File: config.mk
export PLATFORM = sky130hd
export DESIGN_NAME = kht_front
export DESIGN_NICKNAME = d
export VERILOG_FILES = /design/src/rtl/kht_pkg.sv /design/src/rtl/kht_front.sv
export SDC_FILE = /design/constraint.sdc
export NUM_CORES = 1
export LEC_CHECK = 0
export BUFFER_PORTS_ARGS = -buffer_cell sky130_fd_sc_hd__buf_2
export CORE_AREA = 2 2 109 111
export DETAILED_ROUTE_END_ITERATION = 7
export DIE_AREA = 0 0 111 113
export PLACE_DENSITY = 0.53
export SYNTH_ARGS = -nofsm -noshare
export SYNTH_HDL_FRONTEND = slang
export SYNTH_SLANG_ARGS = --single-unit
File: constraint.sdc
create_clock -name vclk -period 0.8
set_input_delay 0.04 -clock vclk [all_inputs]
set_output_delay 0.04 -clock vclk [all_outputs]
set_load 0.01 [all_outputs]
File: src/rtl/kht_pkg.sv
// Shared types, constants and helpers for the keyed hash table.
// Depends on nothing; every other file of the block imports it.
package kht_pkg;

  // Table geometry.
  localparam int BUCKET_BITS = 10;
  localparam int WAYS        = 4;
  localparam int NUM_BUCKETS = 1 << BUCKET_BITS;

  // Request queue between the front and the back part.
  localparam int QUEUE_DEPTH = 2;
  localparam int QPTR_BITS   = (QUEUE_DEPTH > 1) ? $clog2(QUEUE_DEPTH) : 1;

  localparam int KEY_W = 64;
  localparam int VAL_W = 64;

  // Raw command codes as they arrive on the input bus.
  localparam logic [1:0] CMD_INSERT = 2'd0;
  localparam logic [1:0] CMD_REMOVE = 2'd1;
  localparam logic [1:0] CMD_GET    = 2'd2;

  // Operation after classification by the front part.
  typedef enum logic [1:0] {
    OP_INSERT = 2'd0,
    OP_REMOVE = 2'd1,
    OP_GET    = 2'd2,
    OP_BAD    = 2'd3
  } op_t;

  typedef enum logic [1:0] {
    ST_OK        = 2'd0,
    ST_NOT_FOUND = 2'd1,
    ST_FULL      = 2'd2,
    ST_BAD_CMD   = 2'd3
  } status_t;

  // One classified request as it sits in the queue.
  typedef struct packed {
    op_t                    op;
    logic [BUCKET_BITS-1:0] bucket;
    logic [KEY_W-1:0]       key;
    logic [VAL_W-1:0]       value;
  } kht_req_t;

  // One result word.
  typedef struct packed {
    status_t          status;
    logic [VAL_W-1:0] found_value;
    logic             replaced;
  } kht_rsp_t;

  typedef struct packed {
    logic full;
    logic empty;
  } kht_fifo_stat_t;

  typedef struct packed {
    logic clearing;
    logic pop;
  } kht_back_stat_t;

  // Bucket of a key: the key folded with itself at 16-bit steps.
  function automatic logic [BUCKET_BITS-1:0] bucket_of(input logic [KEY_W-1:0] k);
    logic [KEY_W-1:0] h;
    h = k ^ (k >> 16) ^ (k >> 32) ^ (k >> 48);
    return h[BUCKET_BITS-1:0];
  endfunction

endpackage

File: src/rtl/kht_front.sv
// Front part of the keyed hash table: classifies commands and hashes keys.
// Depends on kht_pkg.
module kht_front import kht_pkg::*; (
  input  logic             rst,
  input  logic             s_tvalid,
  output logic             s_tready,
  input  logic [127:0]     s_tdata,   // key [63:0], new_value [127:64]
  input  logic [1:0]       s_tuser,   // command [1:0]
  input  kht_fifo_stat_t   fifo_stat,
  input  kht_back_stat_t   back_stat,
  output logic             push,
  output kht_req_t         push_req
);

  op_t op;

  always_comb begin
    unique case (s_tuser)
      CMD_INSERT: op = OP_INSERT;
      CMD_REMOVE: op = OP_REMOVE;
      CMD_GET:    op = OP_GET;
      default:    op = OP_BAD;
    endcase
  end

  // Nothing enters while the valid store is being swept after reset.
  assign s_tready = !rst && !back_stat.clearing && !fifo_stat.full;
  assign push     = s_tvalid && s_tready;

  always_comb begin
    push_req.op     = op;
    push_req.key    = s_tdata[KEY_W-1:0];
    push_req.value  = s_tdata[KEY_W+VAL_W-1:KEY_W];
    push_req.bucket = bucket_of(s_tdata[KEY_W-1:0]);
  end

endmodule

==> results of run 1 <==
metal layers:
layer	global-route usage	vias to the layer above
met5	0	-
met4	0.07333	0
met3	0.03053	66
met2	0.05808	91
met1	0.02589	281
li1	-	292
cell usage after synthesis:
cell      number
xor2_1        10
and2_1         1
clkbuf_1       2
buf_4        128
xnor2_1       20
nor3_2         1
worst max-delay path: stages:
cell,delay [ps]
buf_2,110
xnor2_1,180
xnor2_1,130
buf_2,150
cells in the final DEF, fill, tap and decap left out:
master,count
diode_2,1
xnor2_1,20
and2_1,1
xor2_1,10
nor3_2,1
buf_2,96
worst max path at each step:
stage | slack [ps] | cells after the start | end
final | 140 | 4 | push_req[130]
after global routing | 60 | 4 | push_req[128]
after CTS | 140 | 4 | push_req[130]
after detailed placement | 140 | 4 | push_req[136]
after global placement | 140 | 4 | push_req[128]
after floorplan | 270 | 2 | push
power by group through the flow:
stage | Sequential, mW | Clock (mW) | Combinational [mW]
floorplan | 0 | 0 | 0.908
global placement | 0 | 0 | 0.657
detailed placement | 0 | 0 | 0.660
CTS | 0 | 0 | 0.662
global route | 0 | 0 | 0.711
finish | 0 | 0.000000167 | 0.651
through the flow:
stage,instances,hold WS [ps]
2_1_floorplan,162,111.3
3_3_place_gp,271,80.07
3_5_place_dp,271,80.07
4_1_cts,271,80.07
5_1_grt,271,80.02
6_report,272,80.00
layout make-up:
class                           count  share of cell area
Antenna cell                        1            0.002660
Tap cell                          143              0.1902
Multi-Input combinational cell     32              0.2965
Timing Repair Buffer               96              0.5106
cell families after synthesis:
kind of cell | count (synthesis)
buffers and inverters | 130
AND/OR/NAND/NOR | 2
XOR/XNOR | 30
==> run metrics, run 1 <==
outcome completed; routed length on met1 ~630 µm; startpoint of the lowest-slack hold path s_tdata[84]; maximum number of pins on one net before global-route repair 3; area of the die 12,540 µm²; count of distinct cell types in the synthesized netlist 6; hold-fix buffer count after cts 0; vias in the first global route 652; placeable core region around 11,000 µm²; post-synthesis share of cell area spent on xor and xnor gates 0.2106; number of vias in the routed layout 730; detail-routed via count per cell 2.684; vertical die dimension 113 µm; Final Cell Area 940.9 µm²; Die Span X around 110 µm; share of final-layout standard cells stronger than drive strength 1 0.7578; post-route fraction of the period consumed by the critical path 0.8207; switching fraction of total power 0.4879; Worst Hold Depth 0; final routed wirelength across all metal layers slightly above 3 mm; RSZ-0062 raised after global routing false; count of filler cells inserted in the layout roughly 1,300; first-pass GRT wire length approximately 4.0 mm; total setup buffers inserted after CTS 0; Global Route Usage Sum 0.04144; area occupied by registers 0 µm²; Detail Route met2 WL between 1 and 1.5 mm; internal power of the cells roughly 330 µW; Setup Crit Path Kind input pin to output port; worst endpoint required time approximately 760 ps; dominant combinational cell family by area after synthesis buffers and inverters; relative slew slack 0.8848; multiplexer fraction of the synthesized cell area 0; post-synth net total just under 300; cells resized by post-CTS repair 0; Pins Over Slew Limit 0; final hold viol count 0; placed cell area approximately 940 µm²; Pwr Density 692.0 nW/µm²; last weighted congestion value of the routability-driven placer 0.5985; TNS Setup 0 ps; Site Rows 39; met3 routed wirelength 689 µm; post-route minimum period approximately 660 ps; total gr overflow 0; routed length per instance between 10 and 15 µm; Adder-Cell Fraction of Synth Area 0; count of flip-flops and latches 0; Switch Pwr 317.7 µW; input/output buffers 96; ANT nets after route 0; number of antenna violations at the first check in global routing 1; post-synthesis share of cell area spent on and, or, nand and nor gates 0.01304; HP Class input pin to output port; DRC viols 0; share of power burned in the clock network 0; actual transition at the worst max-transition pin around 170 ps; initial core utilization 0.1107; fraction of the yosys area taken by sequential cells 0; CP Capture Type output port; data arrival time of the critical path slightly above 600 ps; part of the power in combinational logic 1.000; Pre-antenna DRT Iters 3; compound-gate portion of the synthesized area 0; clock tree buffer count of the final layout 0; CP max FO 2; share of total power in sequential cells 0; final setup violation count 0; final core occ 0.08347; achievable clock frequency around 1500 MHz; startpoint types input pin; area fraction of the dominant cell type after synthesis 0.7703; top layer reached by signal wires met4; Synth area leaders buf_4 77%, xnor2_1 14%, xor2_1 7.0%, nor3_2 0.80%, clkbuf_1 0.60%; area of the mapped netlist around 1200 µm²; Post-Syn Area per Cell 7.700 µm²; ports placed on the boundary between 200 and 300; count of maximum capacitance violations 0; maximum vdd ir drop ~0.14 mV; violation count after the first detailed-route iteration 6; gate count after technology mapping roughly 160; Post-layout nets 266; worst hold path endpoint push_req[20]; static leakage power roughly 0.47 nW; pre-CTS worst setup slack around 140 ps; startpoint of the most critical setup path s_tdata[18]; post-synthesis cell type with the largest combined area buf_4; Final WS setup ~140 ps; area taken by multi-input logic gates between 200 and 300 µm²; relative area change from synthesis to final layout -24.57%; warning count from the yosys run 0; Design Power roughly 650 µW
(Power assumes the default switching activity.)
==> run 2, diff against run 1 <==
--- a/config.mk
+++ b/config.mk
@@ -5,11 +5,12 @@
 export SDC_FILE = /design/constraint.sdc
 export NUM_CORES = 1
 export LEC_CHECK = 0
+export ABC_AREA = 1
 export BUFFER_PORTS_ARGS = -buffer_cell sky130_fd_sc_hd__buf_2
-export CORE_AREA = 2 2 109 111
+export CORE_AREA = 2 2 107 109
 export DETAILED_ROUTE_END_ITERATION = 7
-export DIE_AREA = 0 0 111 113
-export PLACE_DENSITY = 0.53
+export DIE_AREA = 0 0 109 111
+export PLACE_DENSITY = 0.58
 export SYNTH_ARGS = -nofsm -noshare
 export SYNTH_HDL_FRONTEND = slang
 export SYNTH_SLANG_ARGS = --single-unit
==> run 2 against run 1 <==
Compared with the run above:
- via count up 69%
- utilization up 3.6 points
- cell area up 41%
- combinational power up 10%
- final cell count up 45%
- routed wire length up 13%
- worst hold slack about the same
- first-iteration DRC count rose to 5.8 times the previous value
- clock-buffer cell count unchanged
- non-clock buffer count unchanged
- synthesized cell count up 77%
- largest power group unchanged
==> run metrics, run 2 <==
outcome completed; post-synth net total ~420; Pre-antenna DRT Iters 4; post-route minimum period between 600 and 700 ps; worst endpoint required time approximately 760 ps; vertical die dimension roughly 110 µm; leading cell types in the layout, fill and taps excluded 96 x buf_2, 80 x nand2_1, 43 x inv_1, 12 x nor2_1, 10 x xnor2_1; Post-Syn Area per Cell 5.696 µm²; data arrival time of the critical path between 600 and 700 ps; post-synthesis cell type with the largest combined area buf_4; RSZ-0062 raised after global routing false; ports placed on the boundary 278; area of the mapped netlist around 1600 µm²; Detail Placement HPWL approximately 3.1 mm; final routed wirelength across all metal layers approximately 3.5 mm; first-pass GRT wire length between 4 and 5 mm; relative area change from synthesis to final layout -18.51%; fraction of the yosys area taken by sequential cells 0; total setup buffers inserted after CTS 0; total gr overflow 0; Setup Crit Path Kind input pin to output port; startpoint types input pin; hold-fix buffer count after cts 0; share of final-layout standard cells stronger than drive strength 1 0.4246; crit-path max cell delay 130 ps; routed length per instance around 8.8 µm; count of filler cells inserted in the layout around 1,300; startpoint of the lowest-slack hold path s_tdata[92]; HP Class input pin to output port; number of antenna violations at the first check in global routing 0; most used standard cell by instance count after synthesis buf_4; maximum vdd ir drop 0.1273 mV; Pins Over Slew Limit 0; detail-routed via count per cell 3.119; dominant delay contributor by cell family on the critical path buffers and inverters; input/output buffers 96; static leakage power ~0.92 nW; Final Cell Area ~1300 µm²; Synth area leaders buf_4 59%, nand2_1 19%, inv_1 9.9%, xnor2_1 5.4%, nor2_2 3.8%; TNS Setup 0 ps; placeable core region between 10,000 and 15,000 µm²; Post-layout nets 390; Global Route Usage Sum 0.04805; area of the die between 10,000 and 15,000 µm²; number of buffers and inverters on the critical path 3; vias in the first global route 980; maximum number of pins on one net before global-route repair 5; Pwr Density approximately 540 nW/µm²; area fraction of the dominant cell type after synthesis 0.5899; initial core utilization 0.1471; gate count after technology mapping 286; area occupied by registers 0 µm²; ANT nets after route 0; violation count after the first detailed-route iteration 35; final hold viol count 0; warning count from the yosys run 0; CP max FO 3; final setup violation count 0; Site Rows 39; cells resized by post-CTS repair 0; cell-by-cell listing of the critical path buf_2, nand2_2, inv_1, nor2_1, nand2_1, nand2_1, buf_2; count of flip-flops and latches 0; number of inserted diodes 0; Worst Hold Depth 0; actual transition at the worst max-transition pin ~130 ps; Critical Path Slowest Stage Cell buf_2; area taken by multi-input logic gates around 500 µm²; placed cell area 1320 µm²; post-route fraction of the period consumed by the critical path 0.8575; number of vias in the routed layout roughly 1,200; leading cell type in the layout, fill and taps excluded buf_2; clock tree buffer count of the final layout 0; worst hold path endpoint push_req[28]; CP Capture Type output port; count of maximum capacitance violations 0; relative slew slack 0.9103; count of distinct cell types in the synthesized netlist 7; startpoint of the most critical setup path s_tdata[5]; last weighted congestion value of the routability-driven placer 0.5989; Die Span X 109 µm; Post-synth top cells 128 x buf_4, 81 x nand2_1, 43 x inv_1; achievable clock frequency 1458 MHz; DRC viols 0
[run 2: cell types whose count changed after synthesis, sizes merged]
cell / before / now
nand2: 0 / 81
inv: 0 / 43
nor2: 0 / 22
xnor2: 20 / 10
xor2: 10 / 0
and2: 1 / 0
nor3: 1 / 0
[run 2: metal layers]
layer,up-vias,part of all wire,global-route usage
li1,618,-,-
met1,461,0.32,0.03802
met2,105,0.40,0.08033
met3,48,0.19,0.03233
met4,0,0.083,0.03761
met5,-,0,0
[run 2: per-stage QoR]
step           total power, mW  setup slack [ps]  utilization  cells  hold WS [ps]
2_1_floorplan           0.9481             408.0            -    286         167.1
3_3_place_gp            0.7263             57.22       0.1192    395         80.07
3_5_place_dp            0.7306             63.07       0.1192    395         80.07
4_1_cts                 0.7338             62.81       0.1192    395         80.07
5_1_grt                 0.8209             13.86       0.1198    395         80.02
6_report                0.7182             114.0       0.1198    395         80.00
[run 2: report_power, final]
| part | switching, mW | internal [mW] |
|---|---|---|
| clock | 0 | 0 |
| sequential | 0 | 0 |
| combinational | 0.401 | 0.318 |
| total | 0.401 | 0.318 |
[run 2: kinds of logic after synthesis]
logic type,synth area share
xor+xnor,0.05376
buf+inv,0.6935
simple gates,0.2527
[run 2: layout make-up]
| cell class | count | share of cell area |
|---|---|---|
| inverters | 43 | 0.1216 |
| multi-input cells | 113 | 0.3817 |
| well taps | 143 | 0.1348 |
| repair buffers | 96 | 0.3619 |
[run 2: how the worst max path moves through the flow]
| stage | end | slack, ps | cells after the start |
|---|---|---|---|
| after detailed placement | push_req[133] | 60 | 7 |
| after floorplan | push_req[128] | 410 | 5 |
| after CTS | push_req[133] | 60 | 7 |
| final | push_req[133] | 110 | 7 |
| after global placement | push_req[133] | 60 | 7 |
| after global routing | push_req[128] | 10 | 7 |
==> run 3, diff against run 2 <==
--- a/config.mk
+++ b/config.mk
@@ -10,6 +10,7 @@
 export CORE_AREA = 2 2 107 109
 export DETAILED_ROUTE_END_ITERATION = 7
 export DIE_AREA = 0 0 109 111
+export MAX_ROUTING_LAYER = met4
 export PLACE_DENSITY = 0.58
 export SYNTH_ARGS = -nofsm -noshare
 export SYNTH_HDL_FRONTEND = slang
==> constraint.sdc (replaced) <==
create_clock -name vclk -period 0.86
set_input_delay 0.043 -clock vclk [all_inputs]
set_output_delay 0.043 -clock vclk [all_outputs]
set_load 0.01 [all_outputs]
==> run 3 against run 2 <==
Compared with the run above:
- cell area is 0.56% lower
- global-route usage increased by 0.084 points
- worst hold slack better by 6.0 ps
- sequential share of layout area stayed put
- die area unchanged
- power fell by 7.7%
- final cell count unchanged
- via count down 1.5%
- largest cell class unchanged
==> run metrics, run 3 (same netlist as run 2, synthesis figures left out) <==
CP Capture Type output port; worst endpoint required time about 820 ps; detail-routed via count per cell about 3.1; part of the power in combinational logic 1.000; count of maximum capacitance violations 0; outcome completed; routed length per instance just under 9 µm; achievable clock frequency between 1000 and 1500 MHz; Pre-antenna DRT Iters 4; relative slew slack 0.8961; actual transition at the worst max-transition pin between 150 and 200 ps; ANT nets after route 0; maximum number of pins on one net before global-route repair 5; Switch Pwr 368.9 µW; relative area change from synthesis to final layout -18.97%; leading cell types in the layout, fill and taps excluded 96 x buf_2, 81 x nand2_1, 43 x inv_1, 12 x nor2_1; share of total power in sequential cells 0; number of vias in the routed layout 1,214; total gr overflow 0; final core occ 0.1192; maximum vdd ir drop 0.1150 mV; area occupied by registers 0 µm²; static leakage power roughly 0.9 nW; Setup Crit Path Kind input pin to output port; RSZ-0062 raised after global routing false; Pwr Density roughly 500 nW/µm²; clock tree buffer count of the final layout 0; Pins Over Slew Limit 0; startpoint types input pin; last weighted congestion value of the routability-driven placer roughly 0.6; Die Span X 109 µm; crit-path max cell delay between 150 and 200 ps; Global Route Usage Sum 0.04889; violation count after the first detailed-route iteration just over 60; vertical die dimension 111 µm; cell-by-cell listing of the critical path buf_2, nor2_2, inv_1, nand2_1, nand2_1, nand2_1, buf_2; post-route fraction of the period consumed by the critical path 0.8347; placed cell area approximately 1300 µm²; Post-layout nets between 300 and 400; number of buffers and inverters on the critical path 3; share of power burned in the clock network 0; count of flip-flops and latches 0; hold-fix buffer count after cts 0; final hold viol count 0; leading cell type in the layout, fill and taps excluded buf_2; dominant delay contributor by cell family on the critical path simple AND/OR/NAND/NOR gates; Final Cell Area between 1000 and 1500 µm²; first-pass GRT wire length between 4 and 5 mm; Site Rows 39; area of the die ~12,000 µm²; HP Class input pin to output port; final hold slack 86.00 ps; TNS Setup 0 ps; crit-path most repeated cell nand2_1; number of inserted diodes 0; Detail Placement HPWL 3.097 mm; ports placed on the boundary roughly 280; final setup violation count 0; initial core utilization 0.1471; DRC viols 0; total setup buffers inserted after CTS 0; data arrival time of the critical path approximately 670 ps; share of final-layout standard cells stronger than drive strength 1 0.4206; placeable core region 11,080 µm²; Critical Path Slowest Stage Cell nor2_2; cells resized by post-CTS repair 0; number of antenna violations at the first check in global routing 0; switching fraction of total power 0.5565; CP max FO 3; post-route minimum period between 700 and 800 ps; input/output buffers 96; final routed wirelength across all metal layers around 3.4 mm; internal power of the cells ~290 µW; vias in the first global route around 950
-- run 3: cell counts in the layout (fill, tap and decap cells not counted) --
Identical to the previous run, type by type.
-- run 3: metal layers --
layer  part of all wire  GRT usage
met1               0.33    0.03945
met2               0.39    0.07702
met3               0.19    0.03233
met4              0.087    0.03761
met5                  0          -
-- run 3: worst paths after layout --
path | start | slack (ps) | end | depth (start not counted)
max | s_tdata[21] | 140 | push_req[133] | 7
min | s_tdata[92] | 90 | push_req[28] | 0
-- run 3: power groups by stage --
stage | Sequential, mW | Clock (mW) | Combinational, mW
global placement | 0 | 0 | 0.674
CTS | 0 | 0 | 0.680
finish | 0 | 0 | 0.663
floorplan | 0 | 0 | 0.882
detailed placement | 0 | 0 | 0.677
global route | 0 | 0 | 0.757
-- run 3: area by class of cell --
class / count / area [µm²]
inverter: 43 / 161.4
fill: 1307 / 9757
multi-input combinational: 113 / 499.2
timing repair buffer: 96 / 480.5
tap: 143 / 178.9
-- run 3: metrics by stage --
| stage | instances | worst slack, ps | total power, mW |
|---|---|---|---|
| finish | 395 | 142.2 | 0.6628 |
| global route | 395 | 44.75 | 0.7572 |
| CTS | 395 | 116.7 | 0.6802 |
| detailed placement | 395 | 120.2 | 0.6770 |
| global placement | 395 | 111.3 | 0.6743 |
| floorplan | 286 | 462.0 | 0.8820 |
