$ cat src/rtl/kht_pkg.sv
// Shared types, constants and helpers for the keyed hash table.
// Depends on nothing; every other file of the block imports it.
package kht_pkg;

  // Table geometry.
  localparam int BUCKET_BITS = 10;
  localparam int WAYS        = 4;
  localparam int NUM_BUCKETS = 1 << BUCKET_BITS;

  // Request queue between the front and the back part.
  localparam int QUEUE_DEPTH = 2;
  localparam int QPTR_BITS   = (QUEUE_DEPTH > 1) ? $clog2(QUEUE_DEPTH) : 1;

  localparam int KEY_W = 64;
  localparam int VAL_W = 64;

  // Raw command codes as they arrive on the input bus.
  localparam logic [1:0] CMD_INSERT = 2'd0;
  localparam logic [1:0] CMD_REMOVE = 2'd1;
  localparam logic [1:0] CMD_GET    = 2'd2;

  // Operation after classification by the front part.
  typedef enum logic [1:0] {
    OP_INSERT = 2'd0,
    OP_REMOVE = 2'd1,
    OP_GET    = 2'd2,
    OP_BAD    = 2'd3
  } op_t;

  typedef enum logic [1:0] {
    ST_OK        = 2'd0,
    ST_NOT_FOUND = 2'd1,
    ST_FULL      = 2'd2,
    ST_BAD_CMD   = 2'd3
  } status_t;

  // One classified request as it sits in the queue.
  typedef struct packed {
    op_t                    op;
    logic [BUCKET_BITS-1:0] bucket;
    logic [KEY_W-1:0]       key;
    logic [VAL_W-1:0]       value;
  } kht_req_t;

  // One result word.
  typedef struct packed {
    status_t          status;
    logic [VAL_W-1:0] found_value;
    logic             replaced;
  } kht_rsp_t;

  typedef struct packed {
    logic full;
    logic empty;
  } kht_fifo_stat_t;

  typedef struct packed {
    logic clearing;
    logic pop;
  } kht_back_stat_t;

  // Bucket of a key: the key folded with itself at 16-bit steps.
  function automatic logic [BUCKET_BITS-1:0] bucket_of(input logic [KEY_W-1:0] k);
    logic [KEY_W-1:0] h;
    h = k ^ (k >> 16) ^ (k >> 32) ^ (k >> 48);
    return h[BUCKET_BITS-1:0];
  endfunction

endpackage

$ cat src/rtl/kht_fifo.sv
// Short request queue that decouples the front part from the back part.
// Depends on kht_pkg.
module kht_fifo import kht_pkg::*; (
  input  logic           clk,
  input  logic           rst,
  input  logic           push,
  input  kht_req_t       push_req,
  input  logic           pop,
  output kht_req_t       head,
  output kht_fifo_stat_t stat
);

  kht_req_t             slots [QUEUE_DEPTH];
  logic [QPTR_BITS-1:0] wr_ptr;
  logic [QPTR_BITS-1:0] rd_ptr;
  logic [QPTR_BITS:0]   count;

  function automatic logic [QPTR_BITS-1:0] ptr_inc(input logic [QPTR_BITS-1:0] p);
    return (p == QPTR_BITS'(QUEUE_DEPTH - 1)) ? '0 : p + 1'b1;
  endfunction

  always_ff @(posedge clk) begin
    if (rst) begin
      wr_ptr <= '0;
      rd_ptr <= '0;
      count  <= '0;
    end else begin
      if (push) wr_ptr <= ptr_inc(wr_ptr);
      if (pop)  rd_ptr <= ptr_inc(rd_ptr);
      if (push && !pop)      count <= count + 1'b1;
      else if (pop && !push) count <= count - 1'b1;
    end
  end

  always_ff @(posedge clk) begin
    if (push) slots[wr_ptr] <= push_req;
  end

  assign head       = slots[rd_ptr];
  assign stat.full  = (count == (QPTR_BITS+1)'(QUEUE_DEPTH));
  assign stat.empty = (count == '0);

endmodule

$ cat config.mk
export PLATFORM = sky130hd
export DESIGN_NAME = kht_fifo
export DESIGN_NICKNAME = d
export VERILOG_FILES = /design/src/rtl/kht_pkg.sv /design/src/rtl/kht_fifo.sv
export SDC_FILE = /design/constraint.sdc
export NUM_CORES = 1
export LEC_CHECK = 0
export BUFFER_PORTS_ARGS = -buffer_cell sky130_fd_sc_hd__buf_4
export CORE_ASPECT_RATIO = 0.9
export CORE_UTILIZATION = 49
export CTS_BUF_LIST = sky130_fd_sc_hd__clkbuf_4 sky130_fd_sc_hd__clkbuf_8
export DETAILED_ROUTE_END_ITERATION = 10
export GPL_ROUTABILITY_DRIVEN = 0
export PLACE_DENSITY = 0.86
export RECOVER_POWER = 100
export SKIP_LAST_GASP = 1
export SYNTH_ARGS = -nofsm -noshare
export SYNTH_HDL_FRONTEND = slang
export SYNTH_SLANG_ARGS = --single-unit
$ cat constraint.sdc
create_clock -name clk -period 7.85 [get_ports clk]
set_input_delay 0.785 -clock clk [delete_from_list [all_inputs] [get_ports clk]]
set_output_delay 0.785 -clock clk [all_outputs]
set_load 0.1 [all_outputs]
==> reports/results.tsv, run 1 <==
stage	metric	value	unit
run_status	status	complete, but fails checks	
worst_setup_path	cp_data_required_time	7970	ps
global_routing	gr-usage-all-layers	17.48	%
yosys	ys.flop_type	edfxtp_1	
drt	drt-met1-wl	8218	um
die	die_w	157.9	um
yosys	yosys-top-cells-count	edfxtp_1 (280), mux2_4 (100), mux2_2 (40)	
die	fp.dieH	142.3	um
placed_design	port_buffers	285	
global_routing	antenna_found_initial	0	
yosys	yosysMostFrequentCell	edfxtp_1	
power	ir_drop	0.1655	mV
flow_run	maxCapViolCount	2	
yosys	syn_nets	603	
clocking	cts_tree	built	
die	coreArea	21150	um2
yosys	synth_seq_area_share	79.34	%
clocking	cts_made_buffers	44	
timing	slew-limit-headroom	-193.4	%
yosys	yosys_warnings	0	
worst_setup_path	arrival	5370	ps
yosys	synth_area_leaders	edfxtp_1 (78%), mux2_4 (14%), mux2_2 (4.2%)	
layout	final_util	62.56	%
global_routing	overflow	0	
timing	fin_tns_setup	0	ps
global_routing	grt_pass1_vias	5491	
drt	drc	0	
clocking	clk_latency	520	ps
drt	drt.antenna.violating_nets	0	
yosys	synth_edf_count	280	
layout	fill_cells	1623	
clocking	htreeDepth	2	
yosys	async_flop_share	0	%
die	initial_core_util	50.72	%
timing	min_period_over_period	66.89	%
placed_design	placed_cell_area	13110	um2
timing	rsz0062_at_grt	false	
drt	dr.pass1.iters	4	
layout	antenna_cells	0	
worst_setup_path	worst-path-max-fanout	76	
layout	area.growth.synth_to_final	23.36	%
yosys	yosysTopAreaCell	edfxtp_1	
timing	drv_slew	136	
yosys	synth_top_area_share	78.40	%
drt	vias	5348	
drt	top_layer_used	met4	
timing	skew	22.68	ps
layout	fin_nets	923	
drt	wire_per_inst	18.63	um
worst_setup_path	start_kind	register	
power	pwr_density_cell	296.8	nW/um2
clocking	max-clock-path-buffers	3	
clocking	cts-root-buf	clkbuf_8	
timing	min_period	5251	ps
clocking	clk_pin_slew	60	ps
timing	fmax	190.4	MHz
layout	finalInstanceArea	13230	um2
die	std_cell_rows	50	
placed_design	hpwl	13260	um
worst_setup_path	end_kind	register	
yosys	ys_types	17	
global_routing	grt_start_max_net_pins	77	
drt	wl_met3	1686	um
power	power	3.927	mW
layout	drive_gt1_share	37.79	%
run_status	violations	max-capacitance violations, max-slew violations	
yosys	synthCells	458	
layout	fin_cells	1093	
clocking	cts_resized	0	
yosys	synth_seq_cells	285	
drt	routed_wl	20370	um
global_routing	grt_pass1_wl	29440	um
worst_setup_path	path_class	reg -> reg	
timing	setup_viol	0	
die	ios	286	
yosys	syn_avg_cell_area	23.41	um2
yosys	syn_area	10720	um2
min_path	hp-class	in -> reg	
clocking	post_cts_buffers	0	
clocking	cts_hold_buffers	0	
power	leakage	4.747	nW
drt	drt-initial-drc-count	359	
drt	viasPerCell	4.893	
timing	final_hold_viol_count	0	
die	die_area	22480	um2
drt	wl_met2	9935	um
placed_design	dp.cells	1018	
clocking	cts_sinks	285	
timing	max_slew.worst_pin.slew	4401	ps
-- logic make-up (layout without fill, tap and decap cells) --
family	Yosys count	in the layout	share of synthesized area, %
compound gates	2	2	0.09325
xor+xnor	4	4	0.3267
fa+ha+maj	1	1	0.1167
buf+inv	17	366	1.517
flops	285	285	79.34
mux	140	140	18.20
simple gates	9	9	0.4084
-- power breakdown --
part | internal (mW) | total (mW) | switching (mW)
registers | 1.78 | 1.81 | 0.0288
clock network | 0.641 | 1.17 | 0.531
logic | 0.184 | 0.942 | 0.758
total | 2.61 | 3.93 | 1.32
-- layer usage --
| metal | vias up | track usage (%) |
|---|---|---|
| met5 | - | 0 |
| li1 | 2457 | - |
| met1 | 2591 | 21.69 |
| met2 | 251 | 28.68 |
| met4 | 0 | 7.237 |
| met3 | 49 | 5.146 |
-- final timing paths --
| check | to | start | cells past startpoint | slack, ps |
|---|---|---|---|---|
| worst max register to register | slots[1][127] | wr_ptr | 2 | 2600 |
| worst min-delay path | count[1] | rst | 2 | 460 |
| worst max-delay path | slots[1][127] | wr_ptr | 2 | 2600 |
| worst min register to register | count[1] | count[1] | 2 | 510 |
-- sequential cells by signal (all words and copies together) (netlist names), named ones only --
name,count
slots,280
count,2
rd_ptr,1
wr_ptr,1
-- critical path: stages (launching register included) --
cell	delay, ps
dfxtp_1	420
and2_0	3140
buf_4	1130
-- stage by stage --
step | setup slack, ps | hold slack (ps)
finish | 2599 | 455.3
global route | 2151 | 415.0
CTS | 4270 | 395.2
detailed placement | 4712 | 498.0
global placement | 4763 | 487.7
floorplan | 346.3 | 460.8
-- layout by cell type (no fill, tap or decap), drive strengths merged --
cell | synthesis | layout
nor2 | 5 | 5
buf | 16 | 24
inv | 1 | 2
edfxtp | 280 | 280
clkbuf | 0 | 328
o21ai | 1 | 1
or3 | 1 | 1
xnor2 | 2 | 2
ha | 1 | 1
clkinv | 0 | 11
clkinvlp | 0 | 1
nor2b | 2 | 2
mux2 | 140 | 140
dfxtp | 5 | 5
xor2 | 2 | 2
a21oi | 1 | 1
and2 | 1 | 1
-- cell type report --
class	count	area (um2)	share of cell area [%]
tap	286	357.8	2.705
sequential	285	8508	64.31
multi-input combinational	156	2004	15.15
clock inverter	13	61.31	0.4634
timing repair buffer	290	1509	11.41
clock buffer	62	784.5	5.930
inverter	1	3.754	0.02837
Power figures use the tool's default switching activity.
==> run 2: changes to the inputs <==
ABC_AREA = 1   (was not set)
CORE_UTILIZATION = 52   (was 49)
PLACE_DENSITY = 0.87   (was 0.86)
clock period = 5.2 ns   (was 7.85 ns; I/O delays follow)
==> run 2 against run 1 <==
Effect of this change: the run still ends with max-capacitance violations, max-slew violations left; utilization up 3.7 points; die area shrank 5.5%; maximum frequency is 42% higher; critical path type unchanged.
==> reports/results.tsv, run 2 <==
stage	metric	value	unit	change
worst_setup_path	cp_num_buf_inv	1		unchanged
yosys	yosysTopAreaCell	edfxtp_1		unchanged
clocking	cts_made_buffers	44		unchanged
global_routing	grt_pass1_vias	5787		was 5491
timing	fmax	270.6	MHz	was 190.4 MHz
yosys	yosys.area_share.simple	0.5706	%	was 0.4084%
worst_setup_path	worst-path-max-fanout	43		was 76
layout	antenna_cells	0		unchanged
timing	setup_viol	0		unchanged
yosys	synth_compound_area_share	0.09315	%	was 0.09334%
clocking	cts_resized	0		unchanged
run_status	violations	max-capacitance violations, max-slew violations		unchanged
drt	drt.antenna.violating_nets	0		unchanged
worst_setup_path	crit_chain	nor2_1 > clkbuf_1		was and2_0 > buf_4
drt	routed_wl	20780	um	was 20370 um
yosys	synth_edf_count	280		unchanged
yosys	yosys-top-cells-count	edfxtp_1 (280), mux2_4 (100), mux2_2 (40)		unchanged
global_routing	antenna_found_initial	0		unchanged
drt	dr.pass1.iters	4		unchanged
worst_setup_path	end_kind	register		unchanged
timing	rsz0062_at_grt	false		unchanged
yosys	yosys_warnings	0		unchanged
worst_setup_path	cp_slowest_cell	clkbuf_1		was and2_0
worst_setup_path	crit_path_max_incr_delay	1810	ps	was 3140 ps
layout	fill_cells	1435		was 1623
yosys	synth_top_family_by_area	multiplexers		unchanged
timing	min_period	3695	ps	was 5251 ps
drt	viasPerCell	5.095		was 4.893
global_routing	top_usage_layer	met2		unchanged
worst_setup_path	cp_data_required_time	5300	ps	was 7970 ps
die	ios	286		unchanged
global_routing	grt_use_met2	32.75	%	was 28.68%
clocking	cts_hold_buffers	0		unchanged
yosys	synthAdderAreaFrac	0.1164	%	was 0.1167%
clocking	htreeDepth	2		unchanged
power	pwr_density_cell	434.0	nW/um2	was 296.8 nW/um2
clocking	post_cts_buffers	0		unchanged
yosys	synth_top_area_share	78.25	%	was 78.40%
worst_setup_path	arrival	3790	ps	was 5370 ps
yosys	synth_seq_area_share	79.18	%	was 79.34%
yosys	ys_types	17		unchanged
layout	drive_gt1_share	41.43	%	was 37.79%
clocking	cts-root-buf	clkbuf_8		unchanged
global_routing	grt_start_max_net_pins	100		was 77
min_path	hp-class	in -> reg		unchanged
worst_setup_path	cp_top_family	buffers and inverters		was simple AND/OR/NAND/NOR gates
yosys	syn_nets	614		was 603
timing	drv_slew	171		was 136
die	die_w	153.5	um	was 157.9 um
layout	top_regs	slots: 280 flops, count: 2 flops		unchanged
run_status	status	complete, but fails checks		unchanged
drt	vias	5492		was 5348
flow_run	maxCapViolCount	4		was 2
yosys	ys.flop_type	edfxtp_1		unchanged
global_routing	use_met3	5.611	%	was 5.146%
placed_design	dp.cells	998		was 1018
global_routing	gr-usage-all-layers	19.56	%	was 17.48%
timing	fin_tns_setup	0	ps	unchanged
yosys	synth_xor_area_share	0.08151	%	was 0.3267%
clocking	max-clock-path-buffers	3		unchanged
power	ir_drop	0.2587	mV	was 0.1655 mV
timing	slew-limit-headroom	-62.16	%	was -193.4%
yosys	syn_area	10750	um2	was 10720 um2
placed_design	hpwl	13920	um	was 13260 um
yosys	synth_seq_cells	285		unchanged
placed_design	port_buffers	285		unchanged
clocking	clk_latency	530	ps	was 520 ps
layout	top_register	slots		unchanged
yosys	yosysMostFrequentCell	edfxtp_1		unchanged
layout	area.growth.synth_to_final	24.01	%	was 23.36%
yosys	synth.area.mux_share	18.16	%	was 18.20%
global_routing	overflow	0		unchanged
layout	mostFrequentLayoutCells	edfxtp_1 (280), clkbuf_1 (158), clkbuf_4 (103)		was edfxtp_1 (280), clkbuf_1 (178), clkbuf_4 (99)
layout	fin_nets	934		was 923
die	std_cell_rows	49		was 50
timing	final_hold_viol_count	0		unchanged
drt	wire_per_inst	19.27	um	was 18.63 um
drt	drc	0		unchanged
die	fp.dieH	138.4	um	was 142.3 um
clocking	cts_tree	built		unchanged
power	leakage	4.894	nW	was 4.747 nW
clocking	clk_pin_slew	60	ps	about the same
layout	largest_reg_flops	280		unchanged
placed_design	post-place-ws	2529	ps	was 4712 ps
worst_setup_path	path_class	reg -> reg		unchanged
worst_setup_path	start_kind	register		unchanged
die	die_area	21240	um2	was 22480 um2
timing	min_period_over_period	71.07	%	was 66.89%
layout	final_util	66.26	%	was 62.56%
layout	layout_commonest_cell	edfxtp_1		unchanged
timing	worst_slack	1505	ps	was 2599 ps
die	initial_core_util	53.43	%	was 50.72%
yosys	synth_area_leaders	edfxtp_1 (78%), mux2_4 (14%), mux2_2 (4.2%)		unchanged
timing	skew	5.600	ps	was 22.68 ps
layout	fin_cells	1078		was 1093
yosys	synthCells	469		was 458
yosys	async_flop_share	0	%	unchanged
yosys	syn_avg_cell_area	22.91	um2	was 23.41 um2
timing	max_slew.worst_pin.slew	2432	ps	was 4401 ps
die	coreArea	20110	um2	was 21150 um2
drt	drt-initial-drc-count	324		was 359
global_routing	grtUsageMet1	24.17	%	was 21.69%
global_routing	grt_pass1_wl	31550	um	was 29440 um
clocking	cts_sinks	285		unchanged
run 2: worst paths after layout:
check              start            to  slack, ps  cells past startpoint
setup / recovery  wr_ptr  slots[0][43]       1500                      2
setup reg to reg  wr_ptr  slots[0][43]       1500                      2
hold reg to reg   wr_ptr        wr_ptr        510                      2
hold / removal       rst      register        190                      2
run 2: final cells by class:
class | instances | area [um2] | area share, %
well taps | 255 | 319.1 | 2.394
clock buffers | 59 | 718.2 | 5.390
multi-input cells | 159 | 2044 | 15.34
flip-flops and latches | 285 | 8512 | 63.88
repair buffers | 290 | 1592 | 11.94
inverters | 9 | 38.79 | 0.2911
clock inverters | 21 | 101.3 | 0.7606
run 2: worst register-to-register path, delay by kind of cell (launching register included):
family	cells	cell delay, ps
flops	1	320
simple gates	1	1110
buf+inv	1	1810
run 2: power breakdown:
part | internal, mW | switching (mW)
Sequential | 2.67 | 0.0516
Clock | 0.904 | 0.810
Combinational | 0.290 | 1.06
Total | 3.86 | 1.92
run 2: kinds of logic (layout without fill, tap and decap cells):
| kind of cell | after synthesis | in the layout |
|---|---|---|
| xor+xnor | 1 | 1 |
| mux | 140 | 140 |
| fa+ha+maj | 1 | 1 |
| compound gates | 2 | 2 |
| flops | 285 | 285 |
| buf+inv | 25 | 379 |
| simple gates | 15 | 15 |
run 2: metrics by stage:
step                      hold WS (ps)  instance area [um2]  power [mW]
after floorplan                  479.9                10750       3.911
after global placement           499.5                13110       4.180
after detailed placement         516.1                13110       4.211
after CTS                        130.4                13930       5.931
after global routing             159.2                13330       5.980
final                            188.5                13330       5.783
run 2: routing by layer:
| layer | vias to the layer above | routed length (um) |
|---|---|---|
| li1 | 2500 | - |
| met1 | 2688 | 8239 |
| met2 | 254 | 10340 |
| met3 | 50 | 1655 |
| met4 | 0 | 545 |
| met5 | - | 0 |
==> run 3: changes to the inputs <==
ABC_AREA = 0   (was 1)
CORE_UTILIZATION = 49   (was 52)
PLACE_DENSITY = 0.86   (was 0.87)
clock period = 3.3 ns   (was 5.2 ns; I/O delays follow)
==> run 3 against run 2 <==
Effect of this change: the flow still finishes with violations (max-capacitance violations, max-slew violations); register-to-register slack got worse by 760 ps; clock power rose by 70%; utilization rose by 4.6 points; first-iteration DRC count fell by 8.6%; via count rose by 11%; largest power group unchanged; highest routed layer unchanged.
==> reports/results.tsv, run 3 (synthesis gave the netlist of run 1 again) <==
stage	metric	value	unit	change
run_status	status	complete, but fails checks		unchanged
run_status	violations	max-capacitance violations, max-slew violations		unchanged
drt	viasPerCell	4.915		was 5.095
worst_setup_path	crit_path_max_incr_delay	680	ps	was 1810 ps
global_routing	gr-usage-all-layers	21.74	%	was 19.56%
die	fp.dieH	142.3	um	was 138.4 um
timing	holdWs	86.57	ps	was 188.5 ps
power	ir_drop	0.5551	mV	was 0.2587 mV
worst_setup_path	cp_top_family	buffers and inverters		unchanged
global_routing	grt_pass1_wl	36380	um	was 31550 um
worst_setup_path	path_class	reg -> out		was reg -> reg
drt	wire_per_inst	20.10	um	was 19.27 um
layout	layout_commonest_cell	edfxtp_1		unchanged
worst_setup_path	end_kind	primary output		was register
timing	rsz0062_at_grt	false		unchanged
power	power	9.720	mW	was 5.783 mW
timing	drv_slew	283		was 171
layout	drive_gt1_share	45.11	%	was 41.43%
clocking	clk_pin_slew	60	ps	about the same
min_path	hp-class	in -> reg		unchanged
drt	drt.antenna.violating_nets	0		unchanged
clocking	htreeDepth	2		unchanged
drt	drt-initial-drc-count	296		was 324
layout	fill_cells	1329		was 1435
die	die_area	22480	um2	was 21240 um2
layout	area.growth.synth_to_final	39.76	%	was 24.01%
timing	slew-limit-headroom	-41.53	%	was -62.16%
clocking	max-clock-path-buffers	3		unchanged
global_routing	grt_start_max_net_pins	141		was 100
clocking	clk_latency	530	ps	about the same
layout	top_regs	slots: 280 flops, count: 2 flops		unchanged
timing	min_period	2900	ps	
timing	max_slew.worst_pin.slew	2123	ps	was 2432 ps
drt	drc	0		unchanged
timing	fmax	344.8	MHz	
power	leakage	5.747	nW	was 4.894 nW
timing	min_period_over_period	87.87	%	
layout	top_register	slots		unchanged
layout	mostFrequentLayoutCells	edfxtp_1 (280), dlygate4sd3_1 (141), clkbuf_4 (115)		was edfxtp_1 (280), clkbuf_1 (158), clkbuf_4 (103)
clocking	cts_made_buffers	45		was 44
drt	dr.pass1.iters	5		was 4
timing	skew	14.78	ps	was 5.600 ps
worst_setup_path	cp_data_required_time	2970	ps	was 5300 ps
timing	setup_viol	0		unchanged
placed_design	hpwl	13090	um	was 13920 um
worst_setup_path	cp_num_buf_inv	2		was 1
power	pwr_density_cell	648.5	nW/um2	was 434.0 nW/um2
drt	routed_wl	24880	um	was 20780 um
timing	final_hold_viol_count	0		unchanged
die	initial_core_util	50.72	%	was 53.43%
worst_setup_path	arrival	2570	ps	was 3790 ps
layout	largest_reg_flops	280		unchanged
global_routing	antenna_found_initial	0		unchanged
flow_run	maxCapViolCount	3		was 4
global_routing	overflow	0		unchanged
clocking	cts_resized	0		unchanged
timing	fin_tns_setup	0	ps	unchanged
layout	fin_nets	1065		was 934
worst_setup_path	worst-path-max-fanout	58		was 43
clocking	cts-root-buf	clkbuf_8		unchanged
die	die_w	157.9	um	was 153.5 um
layout	final_util	70.88	%	was 66.26%
drt	vias	6085		was 5492
worst_setup_path	cp_slowest_cell	dfxtp_4		was clkbuf_1
global_routing	grt_pass1_vias	6769		was 5787
worst_setup_path	crit_chain	buf_6 > mux2_4 > buf_4		was nor2_1 > clkbuf_1
clocking	cts_sinks	285		unchanged
die	ios	286		unchanged
die	std_cell_rows	50		was 49
clocking	cts_tree	built		unchanged
placed_design	port_buffers	285		unchanged
worst_setup_path	start_kind	register		unchanged
die	coreArea	21150	um2	was 20110 um2
-- run 3: cell type report --
type / count / area, um2 / share of cell area (%)
Sequential cell: 285 / 8512 / 56.79
Antenna cell: 1 / 2.502 / 0.01670
Clock inverter: 13 / 80.08 / 0.5343
Clock buffer: 65 / 782.0 / 5.217
Multi-Input combinational cell: 156 / 2054 / 13.71
Inverter: 1 / 3.754 / 0.02504
Timing Repair Buffer: 431 / 3196 / 21.32
Tap cell: 286 / 357.8 / 2.388
-- run 3: metrics by stage --
step                setup slack, ps  cell area, um2  std cells
floorplan                     435.0           10730        458
global placement               1219           13180       1018
detailed placement             1218           13180       1018
CTS                           637.1           15450       1237
global route                  318.8           14990       1237
finish                        400.2           14990       1238
-- run 3: repair_timing --
item                                   in CTS  in global routing
setup buffers                               0                  0
endpoints found under the hold margin     285                  0
setup endpoints to repair                   0                  0
hold buffers                              141                  0
-- run 3: worst min-delay path: stages --
cell and delay [ps]:
buf_4 100, xnor2_1 60, nor2_1 80
-- run 3: where the power goes --
group	leakage, nW	internal [mW]	switching [mW]
Combinational	2.62	0.634	1.86
Sequential	2.67	4.24	0.0846
Clock	0.455	1.59	1.31
Total	5.75	6.47	3.25
-- run 3: worst paths after layout --
| kind | from | to | slack [ps] | cells after the start |
|---|---|---|---|---|
| worst max register to register | wr_ptr | slots[1][55] | 740 | 2 |
| worst min-delay path | push | wr_ptr | 90 | 3 |
| worst min register to register | count[1] | count[1] | 510 | 2 |
| worst max-delay path | register | head[44] | 400 | 3 |
-- run 3: metal layers --
layer | track usage, % | share of wire [%]
met2 | 39.90 | 53
met1 | 24.08 | 37
met4 | 7.389 | 2.1
met3 | 6.029 | 7.3
met5 | 0 | 0
